===== src/sv/spdbme_pkg.sv =====
// ---------------------------------------------------------------------------
// S/PDIF subframe encoder package
// Shared types, register indices, preamble patterns and the biphase coder.
// ---------------------------------------------------------------------------
package spdbme_pkg;

	// Configuration register indices.
	localparam logic [1:0] REG_VOLUME       = 2'd0;
	localparam logic [1:0] REG_LEFT_ENABLE  = 2'd1;
	localparam logic [1:0] REG_RIGHT_ENABLE = 2'd2;
	localparam logic [1:0] REG_BYTE_SWAP    = 2'd3;

	// Preamble wire patterns, before polarity adjustment.
	localparam logic [15:0] PRE_X = 16'hE2CC;
	localparam logic [15:0] PRE_Y = 16'hE4CC;
	localparam logic [15:0] PRE_Z = 16'hE8CC;

	// Position of the subframe within its block.
	typedef struct packed {
		logic is_first;
		logic is_right;
	} sf_ctl_t;

	// Subframe bytes 1 to 3 (byte 0 is always zero and is carried by the preamble).
	typedef struct packed {
		logic [7:0] byte3;
		logic [7:0] byte2;
		logic [7:0] byte1;
	} sf_bytes_t;

	// Biphase-mark code of one byte, LSB first, starting at level 1.
	function automatic logic [15:0] biphase(input logic [7:0] b);
		logic        lvl;
		logic        sec;
		logic [15:0] w;
		lvl = 1'b1;
		w   = '0;
		for (int k = 0; k < 8; k++) begin
			sec = lvl ^ b[k];
			w   = {w[13:0], lvl, sec};
			lvl = ~sec;
		end
		return w;
	endfunction

endpackage


===== src/sv/spdbme_scale.sv =====
// ---------------------------------------------------------------------------
// S/PDIF subframe encoder sample scaler
// Assembles the PCM sample, applies the channel gain and forms the data bytes
// of the subframe together with the even parity bit.
// ---------------------------------------------------------------------------
module spdbme_scale (
	input  logic [7:0]          first_byte,
	input  logic [7:0]          second_byte,
	input  logic                silent,
	input  logic [15:0]         volume_word,
	input  logic                left_enable,
	input  logic                right_enable,
	input  logic                byte_swap,
	input  spdbme_pkg::sf_ctl_t ctl,
	output spdbme_pkg::sf_bytes_t bytes
);
	import spdbme_pkg::*;

	logic signed [15:0] sample;
	logic [8:0]         vol_sum;
	logic [5:0]         gain;
	logic               chan_en;
	logic signed [22:0] prod;
	logic [23:0]        prod_ext;
	logic               parity;

	// Sample assembly from the two stored bytes.
	assign sample = byte_swap ? $signed({first_byte, second_byte})
	                          : $signed({second_byte, first_byte});

	// Gain is the average of the two volume bytes divided by four.
	assign vol_sum = {1'b0, volume_word[15:8]} + {1'b0, volume_word[7:0]};
	assign chan_en = ctl.is_right ? right_enable : left_enable;
	assign gain    = chan_en ? vol_sum[8:3] : 6'd0;

	// Signed product, sign-extended to the 24 bits of the audio field.
	assign prod     = sample * $signed({1'b0, gain});
	assign prod_ext = {prod[22], prod};
	assign parity   = ^prod_ext[23:4];

	// Subframe bytes; silence gives a zero sample with zero parity.
	always_comb begin
		if (silent) begin
			bytes = '0;
		end else begin
			bytes.byte1 = prod_ext[11:4];
			bytes.byte2 = prod_ext[19:12];
			bytes.byte3 = {parity, 3'b000, prod_ext[23:20]};
		end
	end

endmodule


===== src/sv/spdbme_wire.sv =====
// ---------------------------------------------------------------------------
// S/PDIF subframe encoder line coder
// Selects the preamble, codes the data bytes in biphase mark and keeps the
// line level continuous from word to word.
// ---------------------------------------------------------------------------
module spdbme_wire (
	input  spdbme_pkg::sf_ctl_t   ctl,
	input  spdbme_pkg::sf_bytes_t bytes,
	input  logic                  polarity,
	output logic [15:0]           wire_word0,
	output logic [15:0]           wire_word1,
	output logic [15:0]           wire_word2,
	output logic [15:0]           wire_word3,
	output logic                  polarity_next
);
	import spdbme_pkg::*;

	logic [15:0] pre;

	// Z opens a block, Y marks the right channel, X the left.
	always_comb begin
		if (ctl.is_first) begin
			pre = PRE_Z;
		end else if (ctl.is_right) begin
			pre = PRE_Y;
		end else begin
			pre = PRE_X;
		end
	end

	// Each word is inverted when the previous wire bit was high.
	assign wire_word0    = pre ^ {16{polarity}};
	assign wire_word1    = biphase(bytes.byte1) ^ {16{wire_word0[0]}};
	assign wire_word2    = biphase(bytes.byte2) ^ {16{wire_word1[0]}};
	assign wire_word3    = biphase(bytes.byte3) ^ {16{wire_word2[0]}};
	assign polarity_next = wire_word3[0];

endmodule


===== src/sv/spdif_subframe_biphase_encoder_core.sv =====
// Path: the scaler and line coder sit between the input register and the result
// register, which holds the wire words of a sample until they are taken.
// Throughput: one sample per cycle while the result register is not stalled. The
// subframe count and line level advance as each sample enters the result register.
// Reset: arst_n clears both valid bits, the count and the line level, and sets the
// configuration registers to their defaults; the data registers are not reset.
// ---------------------------------------------------------------------------
// S/PDIF subframe biphase-mark encoder
// Turns PCM samples into preambled, biphase-coded subframes of four words.
// ---------------------------------------------------------------------------
module spdif_subframe_biphase_encoder_core #(
	parameter int SUBFRAMES_PER_BLOCK = 384
) (
	input  logic        clk,
	input  logic        arst_n,
	// Configuration write channel.
	input  logic        cfg_valid,
	output logic        cfg_ready,
	input  logic [1:0]  cfg_index,
	input  logic [15:0] cfg_data,
	// Sample channel.
	input  logic        sample_valid,
	output logic        sample_stall,
	input  logic [7:0]  first_byte,
	input  logic [7:0]  second_byte,
	input  logic        silent,
	// Wire word channel.
	output logic        word_valid,
	input  logic        word_stall,
	output logic [15:0] wire_word0,
	output logic [15:0] wire_word1,
	output logic [15:0] wire_word2,
	output logic [15:0] wire_word3
);
	import spdbme_pkg::*;

	localparam int CntW = $clog2(SUBFRAMES_PER_BLOCK);
	localparam logic [CntW-1:0] CntLast = CntW'(SUBFRAMES_PER_BLOCK - 1);

	logic [15:0]     volume_q;
	logic            left_en_q;
	logic            right_en_q;
	logic            swap_q;
	logic [CntW-1:0] count_q;
	logic            polarity_q;

	logic            valid_s1;
	logic [7:0]      first_byte_s1;
	logic [7:0]      second_byte_s1;
	logic            silent_s1;

	logic            word_valid_q;
	logic [15:0]     word0_q;
	logic [15:0]     word1_q;
	logic [15:0]     word2_q;
	logic [15:0]     word3_q;

	logic            advance;
	sf_ctl_t         ctl;
	sf_bytes_t       bytes;
	logic [15:0]     w0;
	logic [15:0]     w1;
	logic [15:0]     w2;
	logic [15:0]     w3;
	logic            polarity_next;

	// Configuration registers accept a write on every cycle.
	assign cfg_ready = 1'b1;

	always_ff @(posedge clk or negedge arst_n) begin
		if (!arst_n) begin
			volume_q   <= 16'hFFFF;
			left_en_q  <= 1'b1;
			right_en_q <= 1'b1;
			swap_q     <= 1'b0;
		end else if (cfg_valid) begin
			unique case (cfg_index)
				REG_VOLUME:       volume_q   <= cfg_data;
				REG_LEFT_ENABLE:  left_en_q  <= cfg_data[0];
				REG_RIGHT_ENABLE: right_en_q <= cfg_data[0];
				REG_BYTE_SWAP:    swap_q     <= cfg_data[0];
				default:          ;
			endcase
		end
	end

	// The input stage moves on when the result register is free or being emptied.
	assign advance      = !word_valid_q || !word_stall;
	assign sample_stall = valid_s1 && !advance;

	// Input register.
	always_ff @(posedge clk or negedge arst_n) begin
		if (!arst_n) begin
			valid_s1 <= 1'b0;
		end else if (!sample_stall) begin
			valid_s1 <= sample_valid;
		end
	end

	always_ff @(posedge clk) begin
		if (sample_valid && !sample_stall) begin
			first_byte_s1  <= first_byte;
			second_byte_s1 <= second_byte;
			silent_s1      <= silent;
		end
	end

	// Block position of the sample in the input register.
	assign ctl.is_first = (count_q == '0);
	assign ctl.is_right = count_q[0];

	spdbme_scale u_scale (
		.first_byte   (first_byte_s1),
		.second_byte  (second_byte_s1),
		.silent       (silent_s1),
		.volume_word  (volume_q),
		.left_enable  (left_en_q),
		.right_enable (right_en_q),
		.byte_swap    (swap_q),
		.ctl          (ctl),
		.bytes        (bytes)
	);

	spdbme_wire u_wire (
		.ctl           (ctl),
		.bytes         (bytes),
		.polarity      (polarity_q),
		.wire_word0    (w0),
		.wire_word1    (w1),
		.wire_word2    (w2),
		.wire_word3    (w3),
		.polarity_next (polarity_next)
	);

	// Subframe count and line level advance with each transfer into the result register.
	always_ff @(posedge clk or negedge arst_n) begin
		if (!arst_n) begin
			count_q      <= '0;
			polarity_q   <= 1'b0;
			word_valid_q <= 1'b0;
		end else if (advance) begin
			word_valid_q <= valid_s1;
			if (valid_s1) begin
				polarity_q <= polarity_next;
				count_q    <= (count_q == CntLast) ? '0 : count_q + 1'b1;
			end
		end
	end

	// Result register.
	always_ff @(posedge clk) begin
		if (valid_s1 && advance) begin
			word0_q <= w0;
			word1_q <= w1;
			word2_q <= w2;
			word3_q <= w3;
		end
	end

	assign word_valid = word_valid_q;
	assign wire_word0 = word0_q;
	assign wire_word1 = word1_q;
	assign wire_word2 = word2_q;
	assign wire_word3 = word3_q;

endmodule


===== config.mk =====
export PLATFORM = sky130hd
export DESIGN_NAME = spdif_subframe_biphase_encoder_core
export DESIGN_NICKNAME = d
export VERILOG_FILES = /design/src/sv/spdbme_pkg.sv /design/src/sv/spdbme_scale.sv /design/src/sv/spdbme_wire.sv /design/src/sv/spdif_subframe_biphase_encoder_core.sv
export SDC_FILE = /design/constraint.sdc
export NUM_CORES = 1
export LEC_CHECK = 0
export BUFFER_PORTS_ARGS = -buffer_cell sky130_fd_sc_hd__buf_4
export CAP_MARGIN = 20
export CELL_PAD_IN_SITES_DETAIL_PLACEMENT = 1
export CELL_PAD_IN_SITES_GLOBAL_PLACEMENT = 2
export CORE_UTILIZATION = 25
export DETAILED_ROUTE_END_ITERATION = 12
export PLACE_DENSITY = 0.68
export RECOVER_POWER = 50
export SLEW_MARGIN = 10
export SYNTH_ARGS = -nofsm -noshare
export SYNTH_HDL_FRONTEND = slang
export SYNTH_SLANG_ARGS = --single-unit
export TNS_END_PERCENT = 20

===== constraint.sdc =====
create_clock -name clk -period 8 [get_ports clk]
set_clock_uncertainty 0.1 [all_clocks]
set_input_delay 0.8 -clock clk [delete_from_list [all_inputs] [get_ports clk]]
set_output_delay 0.8 -clock clk [all_outputs]
set_load 0.01 [all_outputs]

==> flow_summary.json <==
{
  "via_per_inst": 4.33,
  "max_slew_margin": -0.746,
  "muxShareOfSynthArea": 0.0683,
  "synthXorXnorAreaFrac": 0.106,
  "seq_area_frac_synth": 0.322,
  "worstSetupPathType": "reg2reg",
  "finalCriticalPeriod_ps": 7710,
  "dp_hpwl_um": 16900,
  "finalWirelength_um": 20700,
  "root_buffer": "clkbuf_16",
  "wl_met2_um": 9450,
  "synth_cells": 798,
  "dr.pass1.iters": 4,
  "cts_buffers": 9,
  "clock_latency_ps": 360,
  "ioPinCount": 107,
  "maxCapViolCount": 2,
  "critPathMaxFanout": 14,
  "failed_checks": "capacitance limit, slew limit",
  "drtAntennaViolNets": 0,
  "synth_top_area_cell": "edfxtp_1",
  "critPathMostFrequentCell": "fa_1",
  "finalMaxSlewViolations": 85,
  "synthArstFlopShare": 0.330,
  "worst_ep_arrival_time_ps": 7700,
  "area_growth_pct": 20.1,
  "grt_start_max_net_pins": 53,
  "chipHeight_um": 185,
  "wl_met3_um": 868,
  "grt.total_usage": 0.124,
  "syn_avg_cell_area_sq_um": 10.5,
  "cts_max_path_buffers": 2,
  "gr-total-overflow": 0,
  "drt-initial-drc-count": 298,
  "synth_top_family_by_area": "adder cells",
  "synth_ff_type": "edfxtp_1",
  "die-area_sq_um": 34200,
  "place_inst": 1325,
  "fmax_ghz": 0.130,
  "synth_top_area_frac": 0.226,
  "cts.clk_slew.worst_paths_ps": 70,
  "initial_core_util": 0.256,
  "via_count": 5827,
  "cp_slowest_stage_delay_ps": 550,
  "post_drt_wl_per_cell_um": 15.4,
  "core-area_sq_um": 32700,
  "antenna_found_initial": 0,
  "synth_warnings": 0,
  "synth-compound-area-share": 0.0669,
  "finalHoldViolCount": 0,
  "drive_gt1_frac": 0.235,
  "setup_viol": 0,
  "fin_crit_sh": 0.964,
  "synth_edf_count": 63,
  "synthTopCellsByArea": "edfxtp_1 (23%), fa_1 (16%), ha_1 (7.9%)",
  "top_layer": "met4",
  "holdCritPathClass": "reg2reg",
  "final_net_count": 1059,
  "startpoint_type": "register",
  "fin_cells": 1347,
  "die_w_um": 185,
  "h-tree-depth": 3,
  "status": "finished, violations left",
  "syn_nets": 957,
  "synth_adder_area_share": 0.239,
  "synthSimpleGateAreaFrac": 0.122,
  "worstSetupEndpointType": "register",
  "cts_tree": "done",
  "drc": 0,
  "nFillCells": 3742,
  "tightest_slew_ps": 2620,
  "place.gp.congestion": 0.787,
  "port_buffers": 105,
  "n_antenna_cell": 0,
  "grt_pass1_vias": 6050,
  "synth.ff_latch_count": 94,
  "path_buf_inv": 3,
  "cp_top_family": "adder cells",
  "wl_met1_um": 10300,
  "syn_area_sq_um": 8360,
  "cts_sinks": 94,
  "cp_slowest_cell": "fa_1",
  "required_ps": 7990,
  "grt_pass1_wl_um": 32800,
  "synth_cell_types": 76,
  "num_rows": 66
}
## state kept, by name, indices dropped and copies added (netlist names)
register and flops:
volume_q 16, first_byte_s1 8, left_en_q 1, wire_word0 5
wire_word2 16, word_valid 1, swap_q 1, count_q 9
polarity_q 1, right_en_q 1, second_byte_s1 8, wire_word1 15
silent_s1 1, valid_s1 1, wire_word3 10
## layer usage
layer | vias up | GRT usage
met3 | 10 | 0.0216
li1 | 2828 | -
met1 | 2874 | 0.176
met4 | 0 | 0.0258
met5 | - | 0
met2 | 115 | 0.198
## cell usage after synthesis, types with 3 or more instances
cell      instances
and2_1            6
buf_4            20
xnor3_2           3
mux2i_1          19
a211oi_1          4
nor3_1            6
ha_1             53
dfstp_2          18
xor2_1           30
a21o_1            5
or3_1             4
nand2_1          63
and3_1            4
xnor2_1          48
inv_1           103
a21oi_1          18
nor3b_1           3
o21a_1            3
xnor3_1           3
nand3_1          11
nand4_1           7
fa_1             66
o21ai_0          14
edfxtp_1         63
buf_2             4
clkbuf_1         13
nor2_1           83
nor2b_1           5
mux2_2           30
a311oi_1          3
dfrtp_1          13
nor4_1            3
nand2b_1         15
## final timing paths
kind / startpoint / to / slack [ps] / cells after the start
setup / recovery: volume_q[1] / wire_word3[10] / 290 / 28
setup reg to reg: volume_q[1] / wire_word3[10] / 290 / 28
min in group asynchronous: arst_n / count_q[0] / 790 / 1
max in group asynchronous: arst_n / swap_q / 6000 / 1
hold reg to reg: valid_s1 / word_valid / 400 / 1
hold / removal: valid_s1 / word_valid / 400 / 1
## worst reg2reg max path: cells and delay by family (launching register included)
family | cells | cell delay, ps
XOR/XNOR | 5 | 1570
AO/OA/AOI/OAI | 9 | 1900
adder cells (fa/ha/maj) | 6 | 2500
flip-flops | 1 | 530
AND/OR/NAND/NOR | 5 | 530
buffers and inverters | 3 | 310
## area by class of cell
class	instances	area, sq um	share of cell area
clock inverters	7	91.3	0.00909
well taps	442	553	0.0551
inverters	104	390	0.0389
clock buffers	9	225	0.0224
flip-flops and latches	94	2690	0.268
repair buffers	131	925	0.0921
multi-input cells	560	5170	0.515
## repair_timing
action	in CTS	in global routing
cloned	0	1
setup endpoints to repair	13	26
buffers inserted	0	5
gates resized for setup	3	20
pin swaps	0	5
hold buffers	0	0
## cell usage in the layout (no fill, tap or decap), types with 4 or more instances in the layout
cell type	synthesis	final
edfxtp_1	63	63
a21o_1	5	5
clkbuf_16	0	9
dfstp_2	18	18
xor2_1	30	28
nor2b_1	5	5
inv_1	103	103
clkbuf_4	0	17
nand4_1	7	7
clkbuf_1	13	21
nand3_1	11	11
or3_1	4	4
o21ai_0	14	13
nand2_1	63	62
ha_1	53	49
nor2_1	83	83
mux2_2	30	30
dfrtp_1	13	13
nor3_1	6	6
xnor2_1	48	47
and3_1	4	4
a21oi_2	1	5
mux2i_1	19	19
fa_1	66	66
buf_4	20	90
a21oi_1	18	14
and2_1	6	5
nand2b_1	15	15
## through the flow
step	setup TNS [ps]	hold slack, ps	setup slack, ps	instance area (sq um)	utilization
global placement	-18.5	358	-15.1	9630	0.294
finish	0	395	291	10000	0.307
global route	-75.1	421	-34.8	10000	0.307
floorplan	0	320	303	8360	-
detailed placement	-97.1	377	-53.4	9640	0.295
CTS	0	272	22.8	9970	0.305
## logic make-up (layout without fill, tap and decap cells)
| logic type | after synthesis | count (layout) |
|---|---|---|
| AO/OA/AOI/OAI | 79 | 79 |
| XOR/XNOR | 87 | 88 |
| adder cells (fa/ha/maj) | 120 | 120 |
| buffers and inverters | 145 | 251 |
| flip-flops | 94 | 94 |
| multiplexers | 52 | 52 |
| other | 1 | 1 |
| AND/OR/NAND/NOR | 220 | 220 |
Power is not shown: default switching activity piles up to over one toggle a cycle in this logic, so the estimate is an artifact.
